===== src/hw/rtl/iwdg_pkg.sv =====
// Package: shared constants, request codes, result struct and divider helper for the watchdog.
`default_nettype none
package iwdg_pkg;

    localparam int RELOAD_BITS_DEF       = 12;
    localparam int MAX_PRESCALE_CODE_DEF = 6;
    localparam int SYNC_TICKS_DEF        = 5;

    localparam int REQ_W     = 3;
    localparam int DATA_W    = 16;
    localparam int CNT_OUT_W = 12;
    localparam int BUSY_W    = 6;
    localparam int CODE_W    = 3;
    localparam int DIV_W     = 8;

    localparam logic [REQ_W-1:0] REQ_TICK     = 3'd0;
    localparam logic [REQ_W-1:0] REQ_KEY      = 3'd1;
    localparam logic [REQ_W-1:0] REQ_PRESCALE = 3'd2;
    localparam logic [REQ_W-1:0] REQ_RELOAD   = 3'd3;
    localparam logic [REQ_W-1:0] REQ_STATUS   = 3'd4;

    localparam logic [DATA_W-1:0] KEY_UNLOCK = 16'h5555;
    localparam logic [DATA_W-1:0] KEY_RELOAD = 16'hAAAA;
    localparam logic [DATA_W-1:0] KEY_START  = 16'hCCCC;

    localparam logic [DIV_W:0] DIV_BASE = 9'd4;
    localparam logic [DIV_W:0] DIV_CAP  = 9'd256;

    typedef struct packed {
        logic [1:0]           status_bits;
        logic [CNT_OUT_W-1:0] counter_value;
        logic                 is_running;
        logic                 is_unlocked;
        logic                 watchdog_reset;
    } iwdg_result_t;

    // Divide ratio: 4 << code, code saturated at max_code, ratio capped at 256
    function automatic logic [DIV_W:0] divide_ratio(input logic [CODE_W-1:0] code,
                                                    input logic [CODE_W-1:0] max_code);
        logic [CODE_W-1:0] sat;
        logic [DIV_W+7:0]  wide;
        logic [DIV_W:0]    ratio;
        sat   = (code > max_code) ? max_code : code;
        wide  = {{(DIV_W-1){1'b0}}, DIV_BASE} << sat;
        ratio = (wide > {{(DIV_W-1){1'b0}}, DIV_CAP}) ? DIV_CAP : wide[DIV_W:0];
        return ratio;
    endfunction

endpackage
`default_nettype wire


===== src/hw/rtl/iwdg_if.sv =====
// Interfaces: request and result channels of the watchdog.
`default_nettype none
interface iwdg_req_if
    import iwdg_pkg::*;
();
    logic              valid;
    logic              ready;
    logic [REQ_W-1:0]  req_type;
    logic [DATA_W-1:0] write_data;

    modport source (output valid, output req_type, output write_data, input ready);
    modport sink   (input valid, input req_type, input write_data, output ready);
endinterface

interface iwdg_res_if
    import iwdg_pkg::*;
();
    logic                 valid;
    logic                 ready;
    logic [1:0]           status_bits;
    logic [CNT_OUT_W-1:0] counter_value;
    logic                 is_running;
    logic                 is_unlocked;
    logic                 watchdog_reset;

    modport source (output valid, output status_bits, output counter_value,
                    output is_running, output is_unlocked, output watchdog_reset,
                    input ready);
    modport sink   (input valid, input status_bits, input counter_value,
                    input is_running, input is_unlocked, input watchdog_reset,
                    output ready);
endinterface
`default_nettype wire


===== src/hw/rtl/iwdg_core.sv =====
// Watchdog state registers and the single-pass update for one request beat.
`default_nettype none
module iwdg_core
    import iwdg_pkg::*;
#(
    parameter int RELOAD_BITS       = RELOAD_BITS_DEF,
    parameter int MAX_PRESCALE_CODE = MAX_PRESCALE_CODE_DEF,
    parameter int SYNC_TICKS        = SYNC_TICKS_DEF
)(
    input  wire logic              clk,
    input  wire logic              rst_n,
    input  wire logic              accept,
    input  wire logic [REQ_W-1:0]  req_type,
    input  wire logic [DATA_W-1:0] write_data,
    output iwdg_result_t           result_next
);

    localparam logic [RELOAD_BITS-1:0] RELOAD_ONES = {RELOAD_BITS{1'b1}};
    localparam logic [BUSY_W-1:0]      BUSY_LOAD   = BUSY_W'(SYNC_TICKS);
    localparam logic [CODE_W-1:0]      MAX_CODE    = CODE_W'(MAX_PRESCALE_CODE);

    logic                   running_reg,  running_next;
    logic                   unlocked_reg, unlocked_next;
    logic [CODE_W-1:0]      code_reg,     code_next;
    logic [RELOAD_BITS-1:0] reload_reg,   reload_next;
    logic [RELOAD_BITS-1:0] count_reg,    count_next;
    logic [DIV_W-1:0]       div_reg,      div_next;
    logic [BUSY_W-1:0]      pbusy_reg,    pbusy_next;
    logic [BUSY_W-1:0]      rbusy_reg,    rbusy_next;
    logic                   expired;
    logic [DIV_W:0]         div_inc;

    assign div_inc = {1'b0, div_reg} + {{DIV_W{1'b0}}, 1'b1};

    always_comb
    begin
        running_next  = running_reg;
        unlocked_next = unlocked_reg;
        code_next     = code_reg;
        reload_next   = reload_reg;
        count_next    = count_reg;
        div_next      = div_reg;
        pbusy_next    = pbusy_reg;
        rbusy_next    = rbusy_reg;
        expired       = 1'b0;

        case (req_type)
            REQ_TICK:
            begin
                if (pbusy_reg != '0)
                begin
                    pbusy_next = pbusy_reg - 1'b1;
                end
                if (rbusy_reg != '0)
                begin
                    rbusy_next = rbusy_reg - 1'b1;
                end
                if (running_reg)
                begin
                    if (div_inc >= divide_ratio(code_reg, MAX_CODE))
                    begin
                        div_next = '0;
                        if (count_reg == '0)
                        begin
                            expired = 1'b1;
                        end
                        else
                        begin
                            count_next = count_reg - 1'b1;
                        end
                    end
                    else
                    begin
                        div_next = div_inc[DIV_W-1:0];
                    end
                end
            end
            REQ_KEY:
            begin
                unlocked_next = (write_data == KEY_UNLOCK);
                if (write_data == KEY_RELOAD)
                begin
                    count_next = reload_reg;
                end
                if (write_data == KEY_START)
                begin
                    running_next = 1'b1;
                end
            end
            REQ_PRESCALE:
            begin
                if (unlocked_reg && pbusy_reg == '0)
                begin
                    code_next  = write_data[CODE_W-1:0];
                    pbusy_next = BUSY_LOAD;
                end
            end
            REQ_RELOAD:
            begin
                if (unlocked_reg && rbusy_reg == '0)
                begin
                    reload_next = write_data[RELOAD_BITS-1:0];
                    rbusy_next  = BUSY_LOAD;
                end
            end
            default:
            begin
                // status read and unused codes leave the state alone
            end
        endcase

        // expiry drops the whole block back to its reset values
        if (expired)
        begin
            running_next  = 1'b0;
            unlocked_next = 1'b0;
            code_next     = '0;
            reload_next   = RELOAD_ONES;
            count_next    = RELOAD_ONES;
            div_next      = '0;
            pbusy_next    = '0;
            rbusy_next    = '0;
        end

        result_next.status_bits    = {rbusy_next != '0, pbusy_next != '0};
        result_next.counter_value  = CNT_OUT_W'(count_next);
        result_next.is_running     = running_next;
        result_next.is_unlocked    = unlocked_next;
        result_next.watchdog_reset = expired;
    end

    always_ff @(posedge clk or negedge rst_n)
    begin
        if (!rst_n)
        begin
            running_reg  <= 1'b0;
            unlocked_reg <= 1'b0;
            code_reg     <= '0;
            reload_reg   <= RELOAD_ONES;
            count_reg    <= RELOAD_ONES;
            div_reg      <= '0;
            pbusy_reg    <= '0;
            rbusy_reg    <= '0;
        end
        else if (accept)
        begin
            running_reg  <= running_next;
            unlocked_reg <= unlocked_next;
            code_reg     <= code_next;
            reload_reg   <= reload_next;
            count_reg    <= count_next;
            div_reg      <= div_next;
            pbusy_reg    <= pbusy_next;
            rbusy_reg    <= rbusy_next;
        end
    end

endmodule
`default_nettype wire


===== src/hw/rtl/iwdg_out_reg.sv =====
// Result register: holds one result beat and drives the result channel.
`default_nettype none
module iwdg_out_reg
    import iwdg_pkg::*;
(
    input  wire logic          clk,
    input  wire logic          rst_n,
    input  wire logic          load,
    input  wire iwdg_result_t  result_next,
    output logic               can_load,
    iwdg_res_if.source         res
);

    logic         valid_reg;
    logic         valid_next;
    iwdg_result_t data_reg;

    // free when empty or when the held beat leaves this cycle
    assign can_load   = !valid_reg || res.ready;
    assign valid_next = load || (valid_reg && !res.ready);

    always_ff @(posedge clk or negedge rst_n)
    begin
        if (!rst_n)
        begin
            valid_reg <= 1'b0;
        end
        else
        begin
            valid_reg <= valid_next;
        end
    end

    always_ff @(posedge clk)
    begin
        if (load)
        begin
            data_reg <= result_next;
        end
    end

    assign res.valid          = valid_reg;
    assign res.status_bits    = data_reg.status_bits;
    assign res.counter_value  = data_reg.counter_value;
    assign res.is_running     = data_reg.is_running;
    assign res.is_unlocked    = data_reg.is_unlocked;
    assign res.watchdog_reset = data_reg.watchdog_reset;

endmodule
`default_nettype wire


===== src/hw/rtl/independent_watchdog_device.sv =====
// Top level: independent watchdog with request and result channels.
//
//  channel | dir | payload                                         | handshake
//  --------+-----+-------------------------------------------------+------------
//  req     | in  | req_type[2:0], write_data[15:0]                 | valid/ready
//  res     | out | status_bits, counter_value, is_running,         | valid/ready
//          |     | is_unlocked, watchdog_reset                     |
//
// One request beat per cycle while req.ready is high; its result appears in the result register the next cycle.
// The state update and result are one combinational pass from the state registers.
// req.ready is low only while a result beat is held and res.ready is low.
// rst_n clears the core state and result valid at once: counter and reload to all ones, flags and counts to 0.
`default_nettype none
module independent_watchdog_device
    import iwdg_pkg::*;
#(
    parameter int RELOAD_BITS       = RELOAD_BITS_DEF,
    parameter int MAX_PRESCALE_CODE = MAX_PRESCALE_CODE_DEF,
    parameter int SYNC_TICKS        = SYNC_TICKS_DEF
)(
    input  wire logic  clk,
    input  wire logic  rst_n,
    iwdg_req_if.sink   req,
    iwdg_res_if.source res
);

    logic         accept;
    logic         can_load;
    iwdg_result_t result_next;

    assign req.ready = can_load;
    assign accept    = req.valid && can_load;

    iwdg_core #(
        .RELOAD_BITS       (RELOAD_BITS),
        .MAX_PRESCALE_CODE (MAX_PRESCALE_CODE),
        .SYNC_TICKS        (SYNC_TICKS)
    ) u_core (
        .clk         (clk),
        .rst_n       (rst_n),
        .accept      (accept),
        .req_type    (req.req_type),
        .write_data  (req.write_data),
        .result_next (result_next)
    );

    iwdg_out_reg u_out (
        .clk         (clk),
        .rst_n       (rst_n),
        .load        (accept),
        .result_next (result_next),
        .can_load    (can_load),
        .res         (res)
    );

`ifndef SYNTH
    // an expiry beat carries the reset state
    a_expiry_state: assert property (@(posedge clk) disable iff (!rst_n)
        res.valid && res.watchdog_reset |->
            !res.is_running && !res.is_unlocked && res.status_bits == 2'b00)
        else $error("expiry beat does not show reset state");

    // a stalled result beat blocks new requests
    a_stall_blocks: assert property (@(posedge clk) disable iff (!rst_n)
        res.valid && !res.ready |-> !req.ready)
        else $error("request accepted over a stalled result");

    // an accepted request always yields a result beat next cycle
    a_beat_follows: assert property (@(posedge clk) disable iff (!rst_n)
        req.valid && req.ready |=> res.valid)
        else $error("accepted request produced no result");
`endif

endmodule
`default_nettype wire


===== src/flat_wrapper.sv =====
// flat-port wrapper written by rule: the top's interface ports become plain ports
module independent_watchdog_device_flat import iwdg_pkg::*;
#(
    parameter int RELOAD_BITS       = RELOAD_BITS_DEF,
    parameter int MAX_PRESCALE_CODE = MAX_PRESCALE_CODE_DEF,
    parameter int SYNC_TICKS        = SYNC_TICKS_DEF
)
  (clk, rst_n, req_valid, req_req_type, req_write_data, req_ready, res_valid, res_status_bits, res_counter_value, res_is_running, res_is_unlocked, res_watchdog_reset, res_ready);
  iwdg_req_if req_i ();
  iwdg_res_if res_i ();
  input  wire logic clk;
  input  wire logic rst_n;
  input wire logic [$bits(req_i.valid)-1:0] req_valid;
  input wire logic [$bits(req_i.req_type)-1:0] req_req_type;
  input wire logic [$bits(req_i.write_data)-1:0] req_write_data;
  output wire logic [$bits(req_i.ready)-1:0] req_ready;
  output wire logic [$bits(res_i.valid)-1:0] res_valid;
  output wire logic [$bits(res_i.status_bits)-1:0] res_status_bits;
  output wire logic [$bits(res_i.counter_value)-1:0] res_counter_value;
  output wire logic [$bits(res_i.is_running)-1:0] res_is_running;
  output wire logic [$bits(res_i.is_unlocked)-1:0] res_is_unlocked;
  output wire logic [$bits(res_i.watchdog_reset)-1:0] res_watchdog_reset;
  input wire logic [$bits(res_i.ready)-1:0] res_ready;
  assign req_i.valid = req_valid;
  assign req_i.req_type = req_req_type;
  assign req_i.write_data = req_write_data;
  assign req_ready = req_i.ready;
  assign res_valid = res_i.valid;
  assign res_status_bits = res_i.status_bits;
  assign res_counter_value = res_i.counter_value;
  assign res_is_running = res_i.is_running;
  assign res_is_unlocked = res_i.is_unlocked;
  assign res_watchdog_reset = res_i.watchdog_reset;
  assign res_i.ready = res_ready;
  independent_watchdog_device #(.RELOAD_BITS(RELOAD_BITS), .MAX_PRESCALE_CODE(MAX_PRESCALE_CODE), .SYNC_TICKS(SYNC_TICKS)) u_core (.clk(clk), .rst_n(rst_n), .req(req_i), .res(res_i));
endmodule

===== config.mk =====
export PLATFORM = sky130hd
export DESIGN_NAME = independent_watchdog_device_flat
export DESIGN_NICKNAME = d
export VERILOG_FILES = /design/src/hw/rtl/iwdg_pkg.sv /design/src/hw/rtl/iwdg_if.sv /design/src/hw/rtl/iwdg_core.sv /design/src/hw/rtl/iwdg_out_reg.sv /design/src/hw/rtl/independent_watchdog_device.sv /design/src/flat_wrapper.sv
export SDC_FILE = /design/constraint.sdc
export NUM_CORES = 1
export LEC_CHECK = 0
export BUFFER_PORTS_ARGS = -buffer_cell sky130_fd_sc_hd__buf_2
export CELL_PAD_IN_SITES_DETAIL_PLACEMENT = 1
export CELL_PAD_IN_SITES_GLOBAL_PLACEMENT = 2
export CORE_MARGIN = 3
export CORE_UTILIZATION = 37
export CTS_BUF_LIST = sky130_fd_sc_hd__clkbuf_16
export DETAILED_ROUTE_END_ITERATION = 12
export GPL_TIMING_DRIVEN = 1
export MAX_ROUTING_LAYER = met4
export PLACE_DENSITY_LB_ADDON = 0.1
export SLEW_MARGIN = 10
export SYNTH_ARGS = -nofsm -noshare
export SYNTH_HDL_FRONTEND = slang
export SYNTH_HIERARCHICAL = 1
export SYNTH_SLANG_ARGS = --single-unit

===== constraint.sdc =====
create_clock -name clk -period 3.8 [get_ports clk]
set_input_delay 0 -clock clk [delete_from_list [all_inputs] [get_ports clk]]
set_output_delay 0 -clock clk [all_outputs]
set_load 0.05 [all_outputs]

==> run_results.csv, run 1 <==
group,metric,value,unit
setup_path,crit_fanout,20,
global_routing,grt_max_degree,28,
place,place_congestion,0.839,
synthesis,netlist_area,4290,um2
synthesis,yosys_warnings,6,
setup_path,r2r-start,"u_core/u_core/div_reg[0]$_DFFE_PN0P_",
run_status,status,"finished clean",
layout,area_growth,17.8,%
power_and_ir_drop,power_leakage,2.04,nW
setup_path,startpoint,"u_core/u_core/div_reg[0]$_DFFE_PN0P_",
cts,clkTransAtPathRegs,0.06,ns
die,num_rows,38,
routing,wl_per_cell,19.4,um
setup_path,end_kind,"flip-flop",
synthesis,synth_fp_nets,502,
synthesis,ys_seq_elements,67,
global_routing,use_met1,30.1,%
timing,fin_skew,0.00929,ns
global_routing,first_global_vias,3897,
synthesis,synth_top_area_share,15.2,%
cts,htreeDepth,3,
global_routing,use_met3,3.82,%
cts,cts_root_buf,"clkbuf_16",
global_routing,track_usage,21.5,%
global_routing,grt.busiest_layer,"met2",
synthesis,async_flop_share,74.6,%
global_routing,met2_usage,32.4,%
synthesis,syn-instance-count,467,
routing,drc,0,
cts,post-cts-setup-buffer-count,0,
layout,drive_gt1_share,23.0,%
cts,clock_path_buffers,2,
synthesis,yosys-top-cells-area,"dfrtp_1, dfstp_2, edfxtp_1, nor2_1, o21ai_0",
routing,postRouteAntennaNets,0,
global_routing,grt_antenna_before_repair,0,
routing,avgViaCountPerCell,5.74,
synthesis,synth_commonest_cells,"nor2_1, nand2_1, o21ai_0",
synthesis,ys_seq_area_share,41.7,%
cts,hold_buffers,14,
power_and_ir_drop,power_density,527,nW/um2
min_path,hp-start,"req_write_data[15]",
layout,nets,551,
die,start_util,38.7,%
synthesis,synth_cell_types,70,
setup_path,crit_required,4.01,ns
timing,min_period,3.30,ns
die,core_area,11100,um2
die,chipWidth,114,um
place,dp_hpwl,9.22,mm
synthesis,synth_ff_type,"dfrtp_1",
timing,min_period_over_period,86.9,%
min_path,hold_class,"in -> reg",
cts,cts_resized,0,
cts,cts_buffers,9,
routing,vias,3797,
timing,slew_headroom,37.6,%
routing,wirelength,12.9,mm
timing,tns,0,ns
timing,slew_violations,0,
timing,hold_viol,0,
timing,rsz0062_at_grt,"false",
setup_path,cp-start-kind,"flip-flop",
layout,diodes,0,
synthesis,synth_edf_count,17,
timing,fin_ws,0.500,ns
global_routing,grt_pass1_wl,21.3,mm
setup_path,crit_type,"reg -> reg",
place,port_buffers,41,
global_routing,grt_overflow,0,
synthesis,yosys.area.top_type,"dfrtp_1",
run,maxCapViolations,0,
synthesis,yosysMostFrequentCell,"nor2_1",
routing,drt_iter0_drc,165,
timing,worstMarginPinSlew,0.927,ns
cts,cts_sinks,67,
synthesis,syn_avg_cell_area,9.19,um2
die,fp.dieH,114,um
routing,drt_pass1_iterations,4,
place,place_ws,0.521,ns
die,dieArea,12900,um2
cts,cts_tree,"built",
cts,clk_latency,0.34,ns
setup_path,arrival,3.51,ns
timing,fmax,303,MHz
timing,setup_viol,0,
power_and_ir_drop,ir_worst_vdd,0.000242,V
die,io_pins,42,
## final cells by class
class                      instances  area (um2)
clock buffer                       9         225
clock inverter                     7        92.6
fill                            1314        6020
inverter                          12        45.0
multi-input combinational        362        2310
sequential                        67        1790
tap                              140         175
timing repair buffer              64         413
## layout by cell type, fill, tap and decap left out, types with 4 or more instances in the layout
master and count:
a211o_1 4, a21o_1 15, a21oi_1 23, a21oi_2 9, a22o_1 9, a32o_1 4, and3_1 6, buf_2 41
buf_4 9, clkbuf_16 9, dfrtp_1 26, dfstp_2 24, dlygate4sd3_1 14, edfxtp_1 17, ha_1 12, inv_1 11
nand2_1 41, nand3_1 13, nand4_1 9, nor2_1 57, nor3_1 15, nor4_1 5, nor4bb_1 4, o211ai_1 5
o21ai_0 38, o21ai_1 6, o2bb2ai_1 4, o31ai_1 6, or3_1 7, or4_1 4, xnor2_1 6, xor2_1 4
## final timing paths
kind                                                          endpoint  slack [ns]  depth (start not counted)
min in group asynchronous             u_core/u_out/res.valid$_DFF_PN0_        0.24                          2
max in group asynchronous     u_core/u_core/reload_reg[10]$_DFFE_PN1P_        2.71                          3
setup / recovery           u_core/u_out/res.counter_value[9]$_DFFE_PP_        0.50                         12
hold / removal                  u_core/u_core/unlocked_reg$_DFFE_PN0P_        0.13                          4
hold reg to reg                u_core/u_core/reload_reg[1]$_DFFE_PN1P_        0.50                          2
setup reg to reg           u_core/u_out/res.counter_value[9]$_DFFE_PP_        0.50                         12
## routing by layer
| layer | part of all wire (%) | wire length [um] |
|---|---|---|
| met3 | 3.6 | 464 |
| met4 | 0.75 | 96 |
| met1 | 49 | 6360 |
| met2 | 46 | 5930 |
| met5 | 0 | 0 |
## stage by stage
step | cell area, um2 | power [W] | std cells | hold slack, ns | util [%]
after detailed placement | 4600 | 0.00175 | 631 | 0.0876 | 41.5
final | 5050 | 0.00266 | 661 | 0.134 | 45.6
after global placement | 4600 | 0.00174 | 631 | 0.0928 | 41.5
after CTS | 5050 | 0.00268 | 661 | 0.130 | 45.6
after global routing | 5050 | 0.00283 | 661 | 0.196 | 45.6
after floorplan | 4290 | 0.00155 | 467 | -0.296 | -
## logic make-up after synthesis
logic type | Yosys count | share of synthesized area, %
compound gates | 146 | 23.7
flops | 67 | 41.7
fa+ha+maj | 12 | 3.50
buf+inv | 38 | 4.43
simple gates | 193 | 24.3
mux | 1 | 0.233
xor+xnor | 10 | 2.04
## power by group
group	total [W]	internal (W)	switching (W)
combinational	0.000741	0.000280	0.000461
sequential	0.00102	0.000878	0.000142
clock	0.000902	0.000572	0.000330
## worst max-delay path, stage by stage (launching register included)
cell	delay (ns)
dfrtp_1	0.42
ha_1	0.25
nand3_1	0.14
nor2_1	0.28
xor2_1	0.12
ha_1	0.32
a21oi_1	0.09
o21ai_1	0.27
o21ai_1	0.12
buf_4	0.22
or4_1	0.54
o31ai_1	0.24
a211o_1	0.17
(Power assumes the default switching activity.)
==> run 2: changes to the inputs <==
==> constraint.sdc (replaced) <==
create_clock -name clk -period 3.3 [get_ports clk]
set_input_delay 0 -clock clk [delete_from_list [all_inputs] [get_ports clk]]
set_output_delay 0 -clock clk [all_outputs]
set_load 0.05 [all_outputs]
==> run 2 against run 1 <==
Net effect: critical path depth unchanged; sequential power rose by 16%; cell area is 2.3% higher; clock power is 3.0% higher; utilization rose by 1.0 points; critical endpoint unchanged.
==> run_results.csv, run 2 (synthesized netlist as in run 1, its figures left out) <==
group,metric,value,unit
layout,area_growth,20.4,%
place,port_buffers,41,
timing,min_period_over_period,96.4,%
routing,drt_pass1_iterations,4,
power_and_ir_drop,ir_worst_vdd,0.000365,V
cts,cts_sinks,67,
min_path,holdPathStages,4,
global_routing,grt_antenna_before_repair,0,
place,place_congestion,0.820,
die,start_util,38.7,%
timing,slew_headroom,55.2,%
die,core_area,11100,um2
routing,postRouteAntennaNets,0,
setup_path,crit_type,"reg -> reg",
die,num_rows,38,
timing,tns,0,ns
layout,final_cell_mix,"nor2_1, buf_2, nand2_1",
setup_path,arrival,3.40,ns
cts,clkTransAtPathRegs,0.06,ns
layout,nets,561,
cts,cts_root_buf,"clkbuf_16",
die,fp.dieH,114,um
timing,slew_violations,0,
timing,fmax,314,MHz
power_and_ir_drop,power_density,574,nW/um2
layout,seq_area,1790,um2
cts,clk_latency,0.35,ns
run_status,status,"finished clean",
cts,cts_buffers,9,
routing,wirelength,13.2,mm
layout,fillers,1293,
layout,drive_gt1_share,25.8,%
cts,htreeDepth,3,
cts,cts_tree,"built",
die,chipWidth,114,um
place,place_ws,-0.0289,ns
layout,diodes,0,
power_and_ir_drop,power_leakage,2.11,nW
layout,final_cells,671,
die,io_pins,42,
setup_path,end_kind,"flip-flop",
routing,avgViaCountPerCell,5.77,
routing,vias,3873,
timing,fin_ws,0.118,ns
setup_path,cp-start-kind,"flip-flop",
global_routing,grt_overflow,0,
timing,timing.hold.ws,0.159,ns
global_routing,grt_pass1_wl,21.5,mm
global_routing,track_usage,21.9,%
timing,min_period,3.18,ns
timing,fin_skew,0.00769,ns
timing,worstMarginPinSlew,0.671,ns
cts,clock_path_buffers,2,
setup_path,crit_fanout,21,
place,placedCellCount,639,
global_routing,first_global_vias,4032,
layout,mostFrequentLayoutCell,"nor2_1",
layout,multi_input_area,2360,um2
global_routing,grt_max_degree,33,
routing,wl_per_cell,19.6,um
setup_path,reg2regPathDepth,12,
routing,drc,0,
setup_path,crit_required,3.51,ns
min_path,hold_class,"in -> reg",
timing,hold_viol,0,
place,dp_hpwl,9.35,mm
die,dieArea,12900,um2
routing,drt_iter0_drc,130,
run,maxCapViolations,0,
timing,setup_viol,0,
run 2: cell types whose count changed in the layout (fill, tap and decap cells not counted), moves of 2 or more:
cell and change:
or4_1 -2, or4_4 +2, buf_4 +7, clkinvlp_4 -3
clkinv_1 +2, a21oi_2 +2, o21ai_1 -2, inv_1 +3
buf_6 +2, o21ai_2 +2, a21oi_1 -2
run 2: through the flow:
step,total power (W),utilization [%],cell area (um2)
final,0.00296,46.6,5170
after global routing,0.00315,46.6,5170
after CTS,0.00298,46.0,5090
after detailed placement,0.00202,42.1,4670
after global placement,0.00199,42.1,4670
after floorplan,0.00178,-,4290
run 2: cell type report:
type,instances,share of cell area [%]
clock buffer,9,4.36
sequential,67,34.7
inverter,12,0.969
clock inverter,7,1.04
tap,140,3.39
timing repair buffer,74,9.83
multi-input combinational,362,45.7
run 2: worst paths after layout:
check | start | end | slack (ns)
max | u_core/u_core/div_reg[0]$_DFFE_PN0P_ | u_core/u_out/res.counter_value[9]$_DFFE_PP_ | 0.12
min | req_write_data[15] | u_core/u_core/unlocked_reg$_DFFE_PN0P_ | 0.16
max in group asynchronous | rst_n | u_core/u_core/reload_reg[7]$_DFFE_PN1P_ | 2.20
max reg2reg | u_core/u_core/div_reg[0]$_DFFE_PN0P_ | u_core/u_out/res.counter_value[9]$_DFFE_PP_ | 0.12
min in group asynchronous | rst_n | u_core/u_out/res.valid$_DFF_PN0_ | 0.23
min reg2reg | u_core/u_core/reload_reg[1]$_DFFE_PN1P_ | u_core/u_core/reload_reg[1]$_DFFE_PN1P_ | 0.51
run 2: per-layer routing:
layer / vias to the layer above / wire, um / track usage (%)
li1: 1853 / - / -
met5: - / 0 / -
met3: 18 / 489 / 3.93
met4: 0 / 276 / 8.25
met1: 1930 / 6340 / 28.8
met2: 72 / 6050 / 33.9
run 2: worst max-delay path, cell delays in order (launching register included):
cell     delay, ns
dfrtp_2       0.43
and3_4        0.18
and3_1        0.18
and3_1        0.20
xor2_1        0.17
ha_1          0.32
nand4_1       0.15
a21oi_2       0.24
o21ai_2       0.10
buf_12        0.16
or4_4         0.52
o31ai_2       0.24
a211o_1       0.14
run 2: where the power goes:
part | total [W] | switching [W] | internal, W
Clock | 0.000929 | 0.000360 | 0.000570
Sequential | 0.00118 | 0.000165 | 0.00101
Combinational | 0.000857 | 0.000532 | 0.000326
Total | 0.00296 | 0.00106 | 0.00191
run 2: repair_timing:
action	4_1_cts	5_1_grt
endpoints found under the hold margin	30	0
pin swaps	0	5
setup buffers	0	2
resized for setup	2	16
hold buffers	14	0
setup endpoints to repair	17	33
==> run 3: changes to the inputs <==
==> constraint.sdc (replaced) <==
create_clock -name clk -period 3.3 [get_ports clk]
set_input_delay 0.495 -clock clk [delete_from_list [all_inputs] [get_ports clk]]
set_output_delay 0.495 -clock clk [all_outputs]
set_load 0.05 [all_outputs]
==> run 3 against run 2 <==
Net effect: global-route usage grew 0.38 points; die area is the same; power shrank 2.8%; sequential power is essentially flat; clock skew shrank 0.0021 ns; cell count shrank 2.2%; first-iteration DRC count grew 15%; hold slack gained 0.12 ns; maximum frequency grew 1.9%; critical path type unchanged; largest power group unchanged; highest routed layer unchanged.
==> run_results.csv, run 3 (synthesized netlist as in run 1, its figures left out) <==
group,metric,value,unit
run_status,status,"finished clean",
setup_path,critPathSlowestCell,"or4_1",
die,chipWidth,114,um
routing,postRouteAntennaNets,0,
setup_path,end_kind,"flip-flop",
routing,drt-met1-wl,6.19,mm
setup_path,path_delay_family,"simple AND/OR/NAND/NOR gates",
layout,final_cells,656,
run,maxCapViolations,0,
timing,rsz0062_at_grt,"true",
power_and_ir_drop,ir_worst_vdd,0.000418,V
timing,fin_skew,0.00558,ns
timing,min_period,3.12,ns
setup_path,path_common_cell,"and3_1",
routing,avgViaCountPerCell,5.78,
timing,fmax,320,MHz
routing,drc,0,
routing,wirelength,12.9,mm
routing,met2WireLength,6.05,mm
setup_path,crit_fanout,21,
cts,cts_sinks,67,
power_and_ir_drop,power_leakage,2.03,nW
setup_path,cp_num_buf_inv,1,
place,dp_hpwl,9.52,mm
routing,wl_met3,447,um
cts,cts_tree,"built",
layout,area_growth,16.2,%
layout,fillers,1284,
cts,htreeDepth,3,
global_routing,grt_max_degree,51,
global_routing,first_global_vias,4097,
setup_path,crit_type,"reg -> reg",
layout,drive_gt1_share,25.6,%
setup_path,crit_required,3.39,ns
power_and_ir_drop,power_density,578,nW/um2
timing,setup_viol,0,
setup_path,critPathMaxStageDelay,0.55,ns
cts,cts_root_buf,"clkbuf_16",
global_routing,track_usage,22.3,%
timing,slew_violations,0,
cts,clk_latency,0.35,ns
timing,slew_headroom,53.2,%
cts,clkTransAtPathRegs,0.05,ns
routing,wl_per_cell,19.7,um
routing,vias,3792,
global_routing,grt_overflow,0,
timing,hold_viol,0,
setup_path,arrival,3.21,ns
place,port_buffers,41,
global_routing,grt_antenna_before_repair,0,
setup_path,cp-start-kind,"flip-flop",
global_routing,grt_pass1_wl,21.9,mm
routing,dr.max_layer_used,"met4",
die,dieArea,12900,um2
cts,cts_buffers,9,
die,core_area,11100,um2
timing,worstMarginPinSlew,0.702,ns
timing,min_period_over_period,94.6,%
place,place_congestion,0.822,
cts,clock_path_buffers,2,
setup_path,path_cells,"and3_1 -> and3_1 -> and3_1 -> xor2_1 -> ha_1 -> nand4_1 -> a21oi_2 -> o21ai_2 -> buf_12 -> or4_1 -> xor2_1 -> o21ai_1",
routing,drt_pass1_iterations,5,
layout,utilization,45.0,%
layout,mostFrequentLayoutCell,"nor2_1",
die,start_util,38.7,%
die,io_pins,42,
layout,nets,546,
layout,diodes,0,
layout,final_cell_mix,"nor2_1, buf_2, nand2_1",
place,placedCellCount,639,
die,fp.dieH,114,um
min_path,hold_class,"in -> async",
routing,drt_iter0_drc,149,
die,num_rows,38,
==> run 3: cell types whose count changed in the layout (fill, tap and decap cells not counted), sizes merged <==
| cell | change |
|---|---|
| buf | -1 |
| bufinv | -1 |
| clkinv | +1 |
| dlygate4sd3 | -14 |
==> run 3: metal layers <==
metal	up-vias	track usage (%)
li1	1826	-
met1	1877	29.4
met2	71	34.4
met3	18	4.56
met4	0	7.53
met5	-	-
==> run 3: worst paths after layout <==
path | startpoint | end | slack, ns | cells past startpoint
worst max-delay path | u_core/u_core/div_reg[0]$_DFFE_PN0P_ | u_core/u_out/res.counter_value[4]$_DFFE_PP_ | 0.18 | 12
worst min-delay path | rst_n | u_core/u_out/res.valid$_DFF_PN0_ | 0.28 | 2
worst max register to register | u_core/u_core/div_reg[0]$_DFFE_PN0P_ | u_core/u_out/res.counter_value[4]$_DFFE_PP_ | 0.18 | 12
worst min register to register | u_core/u_core/reload_reg[1]$_DFFE_PN1P_ | u_core/u_core/reload_reg[1]$_DFFE_PN1P_ | 0.51 | 2
max in group asynchronous | rst_n | u_core/u_core/div_reg[0]$_DFFE_PN0P_ | 2.52 | 2
min in group clk | req_write_data[11] | u_core/u_core/reload_reg[11]$_DFFE_PN1P_ | 0.43 | 3
==> run 3: metrics by stage <==
step           setup slack (ns)  power, W  instance area (um2)  TNS [ns]  hold WS (ns)
4_1_cts                  0.0360   0.00291                 4940         0         0.312
3_3_place_gp              0.146   0.00200                 4680         0         0.497
2_1_floorplan             0.303   0.00178                 4290         0         0.199
3_5_place_dp             0.0568   0.00203                 4680         0         0.509
6_report                  0.179   0.00288                 4980         0         0.275
5_1_grt                 -0.0357   0.00308                 4980   -0.0450         0.340
==> run 3: where the power goes <==
group          internal (W)  total, W  switching, W  leakage (nW)
logic              0.000316  0.000853      0.000536          1.14
registers           0.00101   0.00117      0.000163         0.755
clock network      0.000493  0.000853      0.000361         0.140
total               0.00182   0.00288       0.00106          2.03
==> run 3: final cells by class <==
cell class,count,area [um2],share of cell area [%]
flip-flops and latches,67,1790,36.0
multi-input cells,362,2340,47.0
inverters,12,52.6,1.05
repair buffers,59,365,7.33
clock buffers,9,225,4.52
well taps,140,175,3.51
clock inverters,7,30.0,0.602
==> run 3: repair_timing <==
item,in CTS,in global routing
resized for setup,0,12
setup buffers,0,1
setup endpoints to repair,0,40
hold buffers,0,0
